--- src/rtl/mandelbrot_escape_time_defines.svh ---
// assertion macros for the mandelbrot escape-time block
// used by rtl files that carry assertions; expects aclk and aresetn in scope
`ifndef MANDELBROT_ESCAPE_TIME_DEFINES_SVH
`define MANDELBROT_ESCAPE_TIME_DEFINES_SVH
`ifndef SYNTHESIS
`define MET_ASSERT(lbl, prop, msg) \
    lbl: assert property (@(posedge aclk) disable iff (!aresetn) prop) else $error(msg);
`define MET_ASSERT_ALWAYS(lbl, prop, msg) \
    lbl: assert property (@(posedge aclk) prop) else $error(msg);
`else
`define MET_ASSERT(lbl, prop, msg)
`define MET_ASSERT_ALWAYS(lbl, prop, msg)
`endif
`endif

--- src/rtl/met_pkg.sv ---
// shared types, constants and helper functions of the mandelbrot escape-time block
// no dependencies; imported by every module of the block
package met_pkg;

    localparam int CoordBits   = 32;
    localparam int IterBits    = 16;
    localparam int FracBits    = 28;
    localparam int ProdBits    = 2 * CoordBits;
    localparam int SatBits     = ProdBits - (FracBits - 1);
    localparam int WideBits    = 48;
    localparam int PixBits     = 12;
    localparam int SizeBits    = 13;
    localparam int DiffBits    = PixBits + 1;
    localparam int StepBits    = 31;
    localparam int HueBits     = 8;
    localparam int IdxBits     = 3;
    localparam int CfgDataBits = 32;

    localparam logic [HueBits-1:0] HueMod = 8'd255;

    localparam logic [SizeBits-1:0]  ResetImageWidth   = 13'd640;
    localparam logic [SizeBits-1:0]  ResetImageHeight  = 13'd480;
    localparam logic [StepBits-1:0]  ResetPixelStep    = 31'd268435;
    localparam logic [CoordBits-1:0] ResetCenter       = '0;
    localparam logic [IterBits-1:0]  ResetIterMax      = 16'd255;
    localparam logic [31:0]          ResetEscapeRadius = 32'd1073741824;

    typedef enum logic [IdxBits-1:0] {
        CFG_IMAGE_WIDTH   = 3'd0,
        CFG_IMAGE_HEIGHT  = 3'd1,
        CFG_PIXEL_STEP    = 3'd2,
        CFG_CENTER_X      = 3'd3,
        CFG_CENTER_Y      = 3'd4,
        CFG_ITER_MAX      = 3'd5,
        CFG_ESCAPE_RADIUS = 3'd6
    } cfg_index_t;

    typedef enum logic [1:0] {
        MUL_RAW,
        MUL_SQR,
        MUL_DBL
    } mul_mode_t;

    typedef enum logic [3:0] {
        ST_IDLE,
        ST_MAP_X,
        ST_MAP_Y,
        ST_SQ_X0,
        ST_SQ_Y0,
        ST_XY,
        ST_UPD,
        ST_SQX,
        ST_SQY,
        ST_CHK,
        ST_DONE
    } state_t;

    typedef struct packed {
        logic [PixBits-1:0] pixel_x;
        logic [PixBits-1:0] pixel_y;
    } in_item_t;

    typedef struct packed {
        logic [IterBits-1:0] iterations;
        logic                escaped;
        logic [HueBits-1:0]  hue;
    } out_item_t;

    typedef struct packed {
        logic [SizeBits-1:0]         image_width;
        logic [SizeBits-1:0]         image_height;
        logic [StepBits-1:0]         pixel_step;
        logic signed [CoordBits-1:0] center_x;
        logic signed [CoordBits-1:0] center_y;
        logic [IterBits-1:0]         iter_max;
        logic [31:0]                 escape_radius;
    } cfg_t;

    typedef struct packed {
        logic signed [CoordBits-1:0] op_a;
        logic signed [CoordBits-1:0] op_b;
        mul_mode_t                   mode;
    } mul_req_t;

    function automatic logic signed [WideBits-1:0] sext_wide(
        input logic signed [CoordBits-1:0] v
    );
        return {{(WideBits-CoordBits){v[CoordBits-1]}}, v};
    endfunction

    // clamp to the signed coordinate range
    function automatic logic signed [CoordBits-1:0] sat_wide(
        input logic signed [WideBits-1:0] v
    );
        logic signed [WideBits-1:0]  hi;
        logic signed [WideBits-1:0]  lo;
        logic signed [CoordBits-1:0] res;
        hi = sext_wide({1'b0, {(CoordBits-1){1'b1}}});
        lo = sext_wide({1'b1, {(CoordBits-1){1'b0}}});
        if (v > hi) begin
            res = hi[CoordBits-1:0];
        end else if (v < lo) begin
            res = lo[CoordBits-1:0];
        end else begin
            res = v[CoordBits-1:0];
        end
        return res;
    endfunction

endpackage

--- src/rtl/met_cfg.sv ---
// configuration registers of the mandelbrot escape-time block
// depends on met_pkg
module met_cfg import met_pkg::*; (
    input  logic                   aclk,
    input  logic                   aresetn,
    input  logic                   cfg_valid,
    output logic                   cfg_ready,
    input  logic [IdxBits-1:0]     cfg_index,
    input  logic [CfgDataBits-1:0] cfg_data,
    output cfg_t                   cfg
);

    cfg_t cfg_reg;
    cfg_t cfg_next;

    assign cfg_ready = 1'b1;
    assign cfg       = cfg_reg;

    always_comb begin
        cfg_next = cfg_reg;
        if (cfg_valid) begin
            case (cfg_index_t'(cfg_index))
                CFG_IMAGE_WIDTH:   cfg_next.image_width   = cfg_data[SizeBits-1:0];
                CFG_IMAGE_HEIGHT:  cfg_next.image_height  = cfg_data[SizeBits-1:0];
                CFG_PIXEL_STEP:    cfg_next.pixel_step    = cfg_data[StepBits-1:0];
                CFG_CENTER_X:      cfg_next.center_x      = cfg_data[CoordBits-1:0];
                CFG_CENTER_Y:      cfg_next.center_y      = cfg_data[CoordBits-1:0];
                CFG_ITER_MAX:      cfg_next.iter_max      = cfg_data[IterBits-1:0];
                CFG_ESCAPE_RADIUS: cfg_next.escape_radius = cfg_data[31:0];
                default:           cfg_next = cfg_reg;
            endcase
        end
    end

    always_ff @(posedge aclk) begin
        if (!aresetn) begin
            cfg_reg.image_width   <= ResetImageWidth;
            cfg_reg.image_height  <= ResetImageHeight;
            cfg_reg.pixel_step    <= ResetPixelStep;
            cfg_reg.center_x      <= ResetCenter;
            cfg_reg.center_y      <= ResetCenter;
            cfg_reg.iter_max      <= ResetIterMax;
            cfg_reg.escape_radius <= ResetEscapeRadius;
        end else begin
            cfg_reg <= cfg_next;
        end
    end

endmodule

--- src/rtl/met_mul.sv ---
// shared sign-magnitude multiplier with registered product and fixed-point saturation
// depends on met_pkg
module met_mul import met_pkg::*; (
    input  logic                        aclk,
    input  mul_req_t                    req,
    output logic [ProdBits-1:0]         prod,
    output logic                        prod_neg,
    output logic signed [CoordBits-1:0] prod_sat
);

    logic [CoordBits-1:0] mag_a;
    logic [CoordBits-1:0] mag_b;
    logic [ProdBits-1:0]  prod_next;
    logic [ProdBits-1:0]  prod_reg;
    logic                 neg_reg;
    mul_mode_t            mode_reg;
    logic [SatBits-1:0]   shifted;
    logic [SatBits-1:0]   lim;
    logic [SatBits-1:0]   mag;

    assign mag_a = req.op_a[CoordBits-1] ? (~req.op_a + 1'b1) : req.op_a;
    assign mag_b = req.op_b[CoordBits-1] ? (~req.op_b + 1'b1) : req.op_b;
    assign prod_next = ProdBits'(mag_a) * ProdBits'(mag_b);

    always_ff @(posedge aclk) begin
        prod_reg <= prod_next;
        neg_reg  <= req.op_a[CoordBits-1] ^ req.op_b[CoordBits-1];
        mode_reg <= req.mode;
    end

    // doubled cross term keeps one more fraction bit
    assign shifted = (mode_reg == MUL_DBL) ? prod_reg[ProdBits-1:FracBits-1]
                                           : {1'b0, prod_reg[ProdBits-1:FracBits]};
    assign lim = neg_reg ? SatBits'({1'b1, {(CoordBits-1){1'b0}}})
                         : SatBits'({1'b0, {(CoordBits-1){1'b1}}});
    assign mag = (shifted > lim) ? lim : shifted;

    assign prod     = prod_reg;
    assign prod_neg = neg_reg;
    assign prod_sat = neg_reg ? (~mag[CoordBits-1:0] + 1'b1) : mag[CoordBits-1:0];

endmodule

--- src/rtl/met_ctrl.sv ---
// sequencer and orbit registers of the mandelbrot escape-time block
// depends on met_pkg and mandelbrot_escape_time_defines.svh; drives the shared multiplier
`include "mandelbrot_escape_time_defines.svh"
module met_ctrl import met_pkg::*; (
    input  logic                        aclk,
    input  logic                        aresetn,
    input  cfg_t                        cfg,
    input  logic                        s_valid,
    output logic                        s_ready,
    input  in_item_t                    s_item,
    output logic                        m_valid,
    input  logic                        m_ready,
    output out_item_t                   m_item,
    output mul_req_t                    mul_req,
    input  logic [ProdBits-1:0]         prod,
    input  logic                        prod_neg,
    input  logic signed [CoordBits-1:0] prod_sat
);

    state_t state_reg, state_next;

    logic signed [DiffBits-1:0]  dx_reg, dx_next;
    logic signed [DiffBits-1:0]  dy_reg, dy_next;
    logic signed [CoordBits-1:0] cx_reg, cx_next;
    logic signed [CoordBits-1:0] cy_reg, cy_next;
    logic signed [CoordBits-1:0] zx_reg, zx_next;
    logic signed [CoordBits-1:0] zy_reg, zy_next;
    logic signed [CoordBits-1:0] sx_reg, sx_next;
    logic signed [CoordBits-1:0] sy_reg, sy_next;
    logic [IterBits-1:0]         iter_reg, iter_next;
    logic [HueBits-1:0]          hue_reg, hue_next;
    logic                        esc_reg, esc_next;
    out_item_t                   m_item_reg, m_item_next;
    logic                        m_valid_reg, m_valid_next;

    logic [WideBits-1:0]         map_mag;
    logic signed [WideBits-1:0]  map_prod;
    logic signed [CoordBits-1:0] map_center;
    logic signed [CoordBits-1:0] map_val;
    logic signed [CoordBits-1:0] diff_sat;
    logic signed [CoordBits-1:0] nx;
    logic signed [CoordBits-1:0] ny;
    logic [CoordBits:0]          mag_sum;
    logic                        escape_hit;
    logic                        at_limit;
    logic                        out_free;
    logic signed [CoordBits-1:0] step_op;

    // mapped coordinate: x product lands in MAP_Y, y product in SQ_X0
    assign map_mag    = prod[WideBits-1:0];
    assign map_prod   = prod_neg ? (~map_mag + 1'b1) : map_mag;
    assign map_center = (state_reg == ST_MAP_Y) ? cfg.center_x : cfg.center_y;
    assign map_val    = sat_wide(map_prod + sext_wide(map_center));

    assign diff_sat = sat_wide(sext_wide(sx_reg) - sext_wide(sy_reg));
    assign nx       = sat_wide(sext_wide(diff_sat) + sext_wide(cx_reg));
    assign ny       = sat_wide(sext_wide(prod_sat) + sext_wide(cy_reg));

    assign mag_sum    = {1'b0, sx_reg} + {1'b0, prod_sat};
    assign escape_hit = mag_sum > {1'b0, cfg.escape_radius};
    assign at_limit   = iter_reg >= cfg.iter_max;
    assign out_free   = !m_valid_reg || m_ready;
    assign step_op    = {1'b0, cfg.pixel_step};

    // next state
    always_comb begin
        state_next = state_reg;
        case (state_reg)
            ST_IDLE:  if (s_valid) begin
                state_next = ST_MAP_X;
            end
            ST_MAP_X: state_next = ST_MAP_Y;
            ST_MAP_Y: state_next = ST_SQ_X0;
            ST_SQ_X0: state_next = ST_SQ_Y0;
            ST_SQ_Y0: state_next = ST_XY;
            ST_XY:    state_next = ST_UPD;
            ST_UPD:   state_next = at_limit ? ST_DONE : ST_SQX;
            ST_SQX:   state_next = ST_SQY;
            ST_SQY:   state_next = ST_CHK;
            ST_CHK:   state_next = escape_hit ? ST_DONE : ST_UPD;
            ST_DONE:  if (out_free) begin
                state_next = ST_IDLE;
            end
            default:  state_next = ST_IDLE;
        endcase
    end

    // datapath and multiplier requests
    always_comb begin
        dx_next      = dx_reg;
        dy_next      = dy_reg;
        cx_next      = cx_reg;
        cy_next      = cy_reg;
        zx_next      = zx_reg;
        zy_next      = zy_reg;
        sx_next      = sx_reg;
        sy_next      = sy_reg;
        iter_next    = iter_reg;
        hue_next     = hue_reg;
        esc_next     = esc_reg;
        m_item_next  = m_item_reg;
        m_valid_next = m_valid_reg && !m_ready;
        mul_req      = '{op_a: zx_reg, op_b: zx_reg, mode: MUL_SQR};
        s_ready      = 1'b0;
        case (state_reg)
            ST_IDLE: begin
                s_ready   = 1'b1;
                dx_next   = {1'b0, s_item.pixel_x} - {1'b0, cfg.image_width[SizeBits-1:1]};
                dy_next   = {1'b0, s_item.pixel_y} - {1'b0, cfg.image_height[SizeBits-1:1]};
                iter_next = '0;
                hue_next  = '0;
            end
            ST_MAP_X: begin
                mul_req = '{op_a: CoordBits'(dx_reg), op_b: step_op, mode: MUL_RAW};
            end
            ST_MAP_Y: begin
                mul_req = '{op_a: CoordBits'(dy_reg), op_b: step_op, mode: MUL_RAW};
                cx_next = map_val;
                zx_next = map_val;
            end
            ST_SQ_X0: begin
                mul_req = '{op_a: cx_reg, op_b: cx_reg, mode: MUL_SQR};
                cy_next = map_val;
                zy_next = map_val;
            end
            ST_SQ_Y0: begin
                mul_req = '{op_a: zy_reg, op_b: zy_reg, mode: MUL_SQR};
                sx_next = prod_sat;
            end
            ST_XY: begin
                mul_req = '{op_a: zx_reg, op_b: zy_reg, mode: MUL_DBL};
                sy_next = prod_sat;
            end
            ST_UPD: begin
                zx_next = nx;
                zy_next = ny;
                if (at_limit) begin
                    esc_next = 1'b0;
                end
            end
            ST_SQX: begin
                mul_req = '{op_a: zx_reg, op_b: zx_reg, mode: MUL_SQR};
            end
            ST_SQY: begin
                mul_req = '{op_a: zy_reg, op_b: zy_reg, mode: MUL_SQR};
                sx_next = prod_sat;
            end
            ST_CHK: begin
                mul_req = '{op_a: zx_reg, op_b: zy_reg, mode: MUL_DBL};
                sy_next = prod_sat;
                if (escape_hit) begin
                    esc_next = 1'b1;
                end else begin
                    iter_next = iter_reg + 1'b1;
                    hue_next  = (hue_reg == HueMod - 1'b1) ? '0 : hue_reg + 1'b1;
                end
            end
            ST_DONE: begin
                if (out_free) begin
                    m_item_next.iterations = iter_reg;
                    m_item_next.escaped    = esc_reg;
                    m_item_next.hue        = esc_reg ? hue_reg : '0;
                    m_valid_next           = 1'b1;
                end
            end
            default: begin
                mul_req = '{op_a: zx_reg, op_b: zx_reg, mode: MUL_SQR};
            end
        endcase
    end

    always_ff @(posedge aclk) begin
        if (!aresetn) begin
            state_reg   <= ST_IDLE;
            m_valid_reg <= 1'b0;
        end else begin
            state_reg   <= state_next;
            m_valid_reg <= m_valid_next;
        end
    end

    always_ff @(posedge aclk) begin
        dx_reg     <= dx_next;
        dy_reg     <= dy_next;
        cx_reg     <= cx_next;
        cy_reg     <= cy_next;
        zx_reg     <= zx_next;
        zy_reg     <= zy_next;
        sx_reg     <= sx_next;
        sy_reg     <= sy_next;
        iter_reg   <= iter_next;
        hue_reg    <= hue_next;
        esc_reg    <= esc_next;
        m_item_reg <= m_item_next;
    end

    assign m_valid = m_valid_reg;
    assign m_item  = m_item_reg;

    `MET_ASSERT(a_black_at_limit, m_valid_reg && !m_item_reg.escaped |-> m_item_reg.iterations == cfg.iter_max, "black item count differs from iteration limit")
    `MET_ASSERT(a_escape_below_limit, m_valid_reg && m_item_reg.escaped |-> m_item_reg.iterations < cfg.iter_max, "escaped item count not below limit")
    `MET_ASSERT(a_count_bounded, state_reg == ST_UPD |-> iter_reg <= cfg.iter_max && hue_reg < HueMod, "round counter past limit")
    `MET_ASSERT_ALWAYS(a_reset_clears_out, !aresetn |=> !m_valid_reg, "result valid after reset")

endmodule

--- src/rtl/mandelbrot_escape_time.sv ---
// Mandelbrot escape-time evaluator: one pixel item in, one result item out.
// Input channel s_valid/s_ready/s_item carries pixel_x and pixel_y. Result channel
// m_valid/m_ready/m_item carries iterations, escaped and hue.
// Configuration channel cfg_valid/cfg_ready/cfg_index/cfg_data writes the seven view
// registers (width, height, step, center x/y, iteration limit, escape radius); it is
// always ready; it is to be written only while no item is in flight, which the block
// itself does not enforce. An unused index is ignored. One item is worked at a time
// through a single shared 32x32 multiplier: the pixel mapping and first squares run
// through MAP_X, MAP_Y, SQ_X0, SQ_Y0 and XY, and each orbit round runs through UPD,
// SQX, SQY and CHK (three products, one per cycle, plus the update).
// s_ready is high only while idle, from the cycle after the result is registered
// until the next item is taken.
// The result sits in an output register: while the receiver stalls, the next item is
// still taken and worked, and only its final hand-off waits for the register to drain.
// Synchronous active-low reset returns the view registers to their defaults, drops m_valid
// and leaves the block ready for an item.
module mandelbrot_escape_time import met_pkg::*; (
    input  logic                   aclk,
    input  logic                   aresetn,
    input  logic                   cfg_valid,
    output logic                   cfg_ready,
    input  logic [IdxBits-1:0]     cfg_index,
    input  logic [CfgDataBits-1:0] cfg_data,
    input  logic                   s_valid,
    output logic                   s_ready,
    input  in_item_t               s_item,
    output logic                   m_valid,
    input  logic                   m_ready,
    output out_item_t              m_item
);

    cfg_t                        cfg;
    mul_req_t                    mul_req;
    logic [ProdBits-1:0]         prod;
    logic                        prod_neg;
    logic signed [CoordBits-1:0] prod_sat;

    met_cfg u_cfg (
        .aclk      (aclk),
        .aresetn   (aresetn),
        .cfg_valid (cfg_valid),
        .cfg_ready (cfg_ready),
        .cfg_index (cfg_index),
        .cfg_data  (cfg_data),
        .cfg       (cfg)
    );

    met_mul u_mul (
        .aclk     (aclk),
        .req      (mul_req),
        .prod     (prod),
        .prod_neg (prod_neg),
        .prod_sat (prod_sat)
    );

    met_ctrl u_ctrl (
        .aclk     (aclk),
        .aresetn  (aresetn),
        .cfg      (cfg),
        .s_valid  (s_valid),
        .s_ready  (s_ready),
        .s_item   (s_item),
        .m_valid  (m_valid),
        .m_ready  (m_ready),
        .m_item   (m_item),
        .mul_req  (mul_req),
        .prod     (prod),
        .prod_neg (prod_neg),
        .prod_sat (prod_sat)
    );

endmodule

--- config.mk ---
export PLATFORM = sky130hd
export DESIGN_NAME = mandelbrot_escape_time
export DESIGN_NICKNAME = d
export VERILOG_FILES = /design/src/rtl/met_pkg.sv /design/src/rtl/met_cfg.sv /design/src/rtl/met_mul.sv /design/src/rtl/met_ctrl.sv /design/src/rtl/mandelbrot_escape_time.sv
export VERILOG_INCLUDE_DIRS = /design/src /design/src/rtl
export SDC_FILE = /design/constraint.sdc
export NUM_CORES = 2
export LEC_CHECK = 0
export ABC_CLOCK_PERIOD_IN_PS = 18500
export BUFFER_PORTS_ARGS = -buffer_cell sky130_fd_sc_hd__buf_2
export CELL_PAD_IN_SITES_DETAIL_PLACEMENT = 0
export CELL_PAD_IN_SITES_GLOBAL_PLACEMENT = 2
export CORE_AREA = 2 2 552 280
export DETAILED_ROUTE_END_ITERATION = 7
export DIE_AREA = 0 0 554 282
export PLACE_DENSITY_LB_ADDON = 0.2
export SLEW_MARGIN = 30
export SYNTH_ARGS = -nofsm -noshare
export SYNTH_HDL_FRONTEND = slang
export SYNTH_HIERARCHICAL = 1
export SYNTH_SLANG_ARGS = --single-unit
--- constraint.sdc ---
create_clock -name aclk -period 18.5 [get_ports aclk]
set_clock_uncertainty 0.2 [all_clocks]
set_input_delay 1.85 -clock aclk [delete_from_list [all_inputs] [get_ports aclk]]
set_output_delay 1.85 -clock aclk [all_outputs]
set_load 0.01 [all_outputs]
; After elaboration in Yosys (flattened, before gate mapping)
; Index checks and enable logic that the tools add are counted.
[word_totals]
register_bits = 509
inputBits = 64
elab_cells = 137
[op_classes]
add_sub_neg = 13
n_mul = 1
n_lt_le_gt_ge = 11
eq_ne = 23
n_mux = 35
bitwise_logic = 5
reduce_logical = 23
[op_table]
columns = cell, count
row1 = $mux W32, 14
row2 = $pmux W66 S5, 1
row3 = $gt A48 B32 Y1 const B, 4
row4 = $lt A48 B32 Y1 const B, 4
row5 = $pmux W32 S2, 2
row6 = $add A32 B32 Y33, 3
row7 = $add A32 B1 Y32 const B, 3
row8 = $not A32 Y32, 3
row9 = $mul A32 B32 Y64, 1
row10 = $add A48 B1 Y48 const B, 1
row11 = $add A48 B32 Y48, 1
row12 = $mux W48, 1
row13 = $not A48 Y48, 1
row14 = $pmux W4 S11, 1
row15 = $gt A37 B32 Y1, 1
row16 = $mux W37, 1
row17 = $gt A33 B32 Y1, 1
row18 = $sub A32 B32 Y33, 1
row19 = $pmux W16 S2, 1
row20 = $sub A12 B12 Y13, 2
row21 = $reduce_and A2 Y1, 10
row22 = $add A16 B1 Y16 const B, 1
row23 = $eq A4 B3 Y1 const B, 4
row24 = $ge A16 B16 Y1, 1
row25 = 26 further kinds, 48

; Longest topological paths before layout
[logic_depth]
depth_word = 12
ltp_mapped = 47
ltp_nobuf = 41

; Cells and area by module
; Netlist, hierarchy kept.
[modules_own_cells]
columns = mod, instances, cells_each, area_each_um2, seq_area_each_um2
row1 = met_mul, 1, 4291, 36978.0, 1341.3
row2 = met_ctrl, 1, 2707, 24509.8, 8147.8
row3 = met_cfg, 1, 610, 6296.0, 3383.2

; Worst setup path before layout
; No wires, ideal clock.
[synth_path]
path_type = register -> register
from = register u_ctrl.state_reg[2]
to = register u_mul.prod_reg[63] (netlist: u_mul/prod[63])
setup_ns = 0.127
t_arrival_ns = 11.829
required_ns = 18.173
slack_ns = 6.344
stages_incl_launch_ff = 43
path_buffers = 7
period_less_slack_ns = 12.156
path_cell_list = dfxtp_1 > clkbuf_1 > xnor2_1 > nor2_1 > and2_1 > or2_2 > clkbuf_1 > clkbuf_1 > nand2_1 > nand3_1 > buf_6 > clkinv_1 > clkbuf_1 > ha_1 > nand3b_1 > or3_1 > or3_1 > or3_1 > (+7 left out) > fa_1 > fa_1 > inv_1 > fa_1 > fa_1 > fa_1 > fa_1 > ha_1 > clkbuf_1 > nand4_1 > nor3_1 > nor4bb_1 > o2111ai_1 > a2111oi_0 > o22ai_1 > o21ai_0 > and4_1 > nor3_1
[synth_rtl]
columns = item, line
row1 = "start, declared", met_ctrl.sv:20  ; state_t state_reg, state_next;
row2 = "start signal, assigned", met_ctrl.sv:177  ; state_reg <= state_next;
row3 = "end signal, assigned", met_mul.sv:26  ; prod_reg <= prod_next;
row4 = "end, declared", met_mul.sv:14  ; logic [ProdBits-1:0] prod_reg;

==> out/metrics.csv <==
stage,metric,value,unit
hold_path,hp-class,register to register,
critical_path,reg2reg_slack,4.26,ns
layout,drive_above_1_share,7.25,%
timing,rsz0062_at_grt,false,
die,core,151000,µm²
place,dp_hpwl,214000,µm
place,io_buffers,90,
timing,tns,0,ns
status,violations,DRC,
routing,via_count,57033,
critical_path,rr_endpoint,u_mul/prod[63]$_DFF_P_,
layout,fin_cells,9663,
clock_tree,cts_made_buffers,55,
clock_tree,clock-sinks,507,
yosys,synthesis.instances,7602,
yosys,syn-num-nets,9118,
job,drv_cap,0,
place,placed_cell_area,71300,µm²
clock_tree,h-tree-depth,2,
critical_path,cp_slowest_stage_delay,0.71,ns
critical_path,cpMostUsedCell,fa_1,
timing,finalHoldViolCount,0,
layout,largest_reg_flops,167,
clock_tree,clk_pin_slew,0.06,ns
layout,area_growth,8.20,%
clock_tree,cts_buffer_depth,3,
routing,viasPerCell,5.90,
die,io_pins,92,
critical_path,critPathTopFamily,simple AND/OR/NAND/NOR gates,
timing,fin_crit_sh,77.0,%
routing,wl,267000,µm
layout,nFillCells,14416,
layout,multi_input_area,50000,µm²
die,die_h,282,µm
die,initial_core_util,44.8,%
clock_tree,cts_tree,built,
critical_path,cp.arrival,14.54,ns
grt,overflow,0,
critical_path,slowest_stage,dfxtp_1,
clock_tree,cts_root_buf,clkbuf_16,
layout,nNetsFinal,9121,
routing,drt-pass1-iter-count,8,
layout,register_area,12800,µm²
timing,fmax,0.0702,GHz
die,num_rows,101,
critical_path,cp.depth,39,
place,place_inst,9554,
timing,worst_slew_pin_slew,1.14,ns
grt,antenna_found_initial,22,
grt,grt_util_all_layers,34.4,%
critical_path,cp_max_fo,34,
layout,postLayoutCellArea,73300,µm²
timing,slew_viol_final,0,
timing,final-setup-viol-count,0,
clock_tree,cts_setup_buffers,0,
critical_path,critPathKind,register to register,
die,fp.dieArea,156000,µm²
grt,grt_pass1_wl,391000,µm
status,status,"finished, violations left",
critical_path,worstSetupEndpoint,u_mul/prod[63]$_DFF_P_,
critical_path,endpoint_kind,register,
yosys,yosysWarnings,6,
critical_path,r2r_cells,39,
critical_path,cp.required,18.81,ns
critical_path,startpoint,u_ctrl/state_reg[2]$_SDFFE_PN0P_,
place,place_congestion,1.01,
routing,drt_iter0_markers,6168,
timing,finalCriticalPeriod,14.24,ns
grt,grt_max_degree,92,
critical_path,cp-start-kind,register,
yosys,synth_area,67700,µm²
timing,slew_headroom,23.0,%
routing,ant_nets,0,
yosys,syn_area_per_cell,8.91,µm²
clock_tree,ctsResizeCount,0,
routing,wire_per_inst,27.6,µm
clock_tree,hold_buffers,0,
clock_tree,clk_latency,0.67,ns
routing,route.detailed.drc,20,
critical_path,r2r-start,u_ctrl/state_reg[2]$_SDFFE_PN0P_,
die,die_w,554,µm
critical_path,cp_num_buf_inv,6,
grt,grt_pass1_vias,57473,
==> layout make-up <==
| type | count | area share [%] |
|---|---|---|
| Inverter | 1099 | 5.63 |
| Antenna cell | 4 | 0.0137 |
| Sequential cell | 507 | 17.5 |
| Clock inverter | 34 | 0.533 |
| Tap cell | 2008 | 3.43 |
| Multi-Input combinational cell | 5666 | 68.2 |
| Clock buffer | 69 | 2.05 |
| Timing Repair Buffer | 276 | 2.59 |
==> how the worst min path moves through the flow <==
stage	start	endpoint	slack (ns)	cells after the start
detailed placement	u_cfg/cfg[155]$_SDFFE_PN0P_	u_cfg/cfg[155]$_SDFFE_PN0P_	0.25	2
CTS	u_cfg/cfg[99]$_SDFFE_PN0P_	u_cfg/cfg[99]$_SDFFE_PN0P_	0.26	2
global placement	u_cfg/cfg[103]$_SDFFE_PN0P_	u_cfg/cfg[103]$_SDFFE_PN0P_	0.24	2
floorplan	u_cfg/cfg[114]$_SDFFE_PN0P_	u_cfg/cfg[114]$_SDFFE_PN0P_	0.23	2
global route	u_cfg/cfg[79]$_SDFFE_PN0P_	u_cfg/cfg[79]$_SDFFE_PN0P_	0.27	2
finish	u_cfg/cfg[65]$_SDFFE_PN0P_	u_cfg/cfg[65]$_SDFFE_PN0P_	0.26	2
==> metal layers <==
metal	part of all wire (%)	GRT usage (%)	vias to the layer above	routed length (µm)
met4	2.9	9.41	6	7690
met5	0.014	0	-	38
met2	41	50.7	2652	110000
met3	9.6	6.08	373	25500
li1	-	-	24945	-
met1	46	51.5	29057	123000
==> cells in the final DEF (no fill, tap or decap), types with 35 or more instances in the layout <==
master     instances
and2_1            37
nor2b_1           64
ha_1             549
xnor2_1          225
nand3_1          113
nor2_1           773
a31oi_1           35
edfxtp_1         268
nand4_1           54
inv_1           1096
mux2_2            35
fa_1             903
nor3_1            64
o31ai_1           42
buf_2             89
o21a_1            49
a21oi_1          273
buf_4            183
mux2i_1          188
a222oi_1          44
dfxtp_1          238
clkbuf_16         57
o21bai_1          43
a21o_1           186
xor2_1           118
nand2b_1          56
nand2_1         1028
o21ai_0          245
==> worst min-delay path, delay by kind of cell, from the launching register on <==
family           cells  cell delay [ns]
DFF                  1             0.31
muxes                1             0.05
and+or+nand+nor      1             0.05
==> metrics by stage <==
stage | utilization [%] | setup WS (ns) | hold slack, ns
after floorplan | - | 6.34 | 0.234
after global placement | 47.2 | 4.53 | 0.243
after detailed placement | 47.2 | 4.39 | 0.249
after CTS | 48.5 | 4.29 | 0.260
after global routing | 48.5 | 3.65 | 0.271
final | 48.5 | 4.26 | 0.258
Power is left out: the tool's default activity adds up to more than one toggle a clock period on the data nets, which glitch-free logic cannot reach.
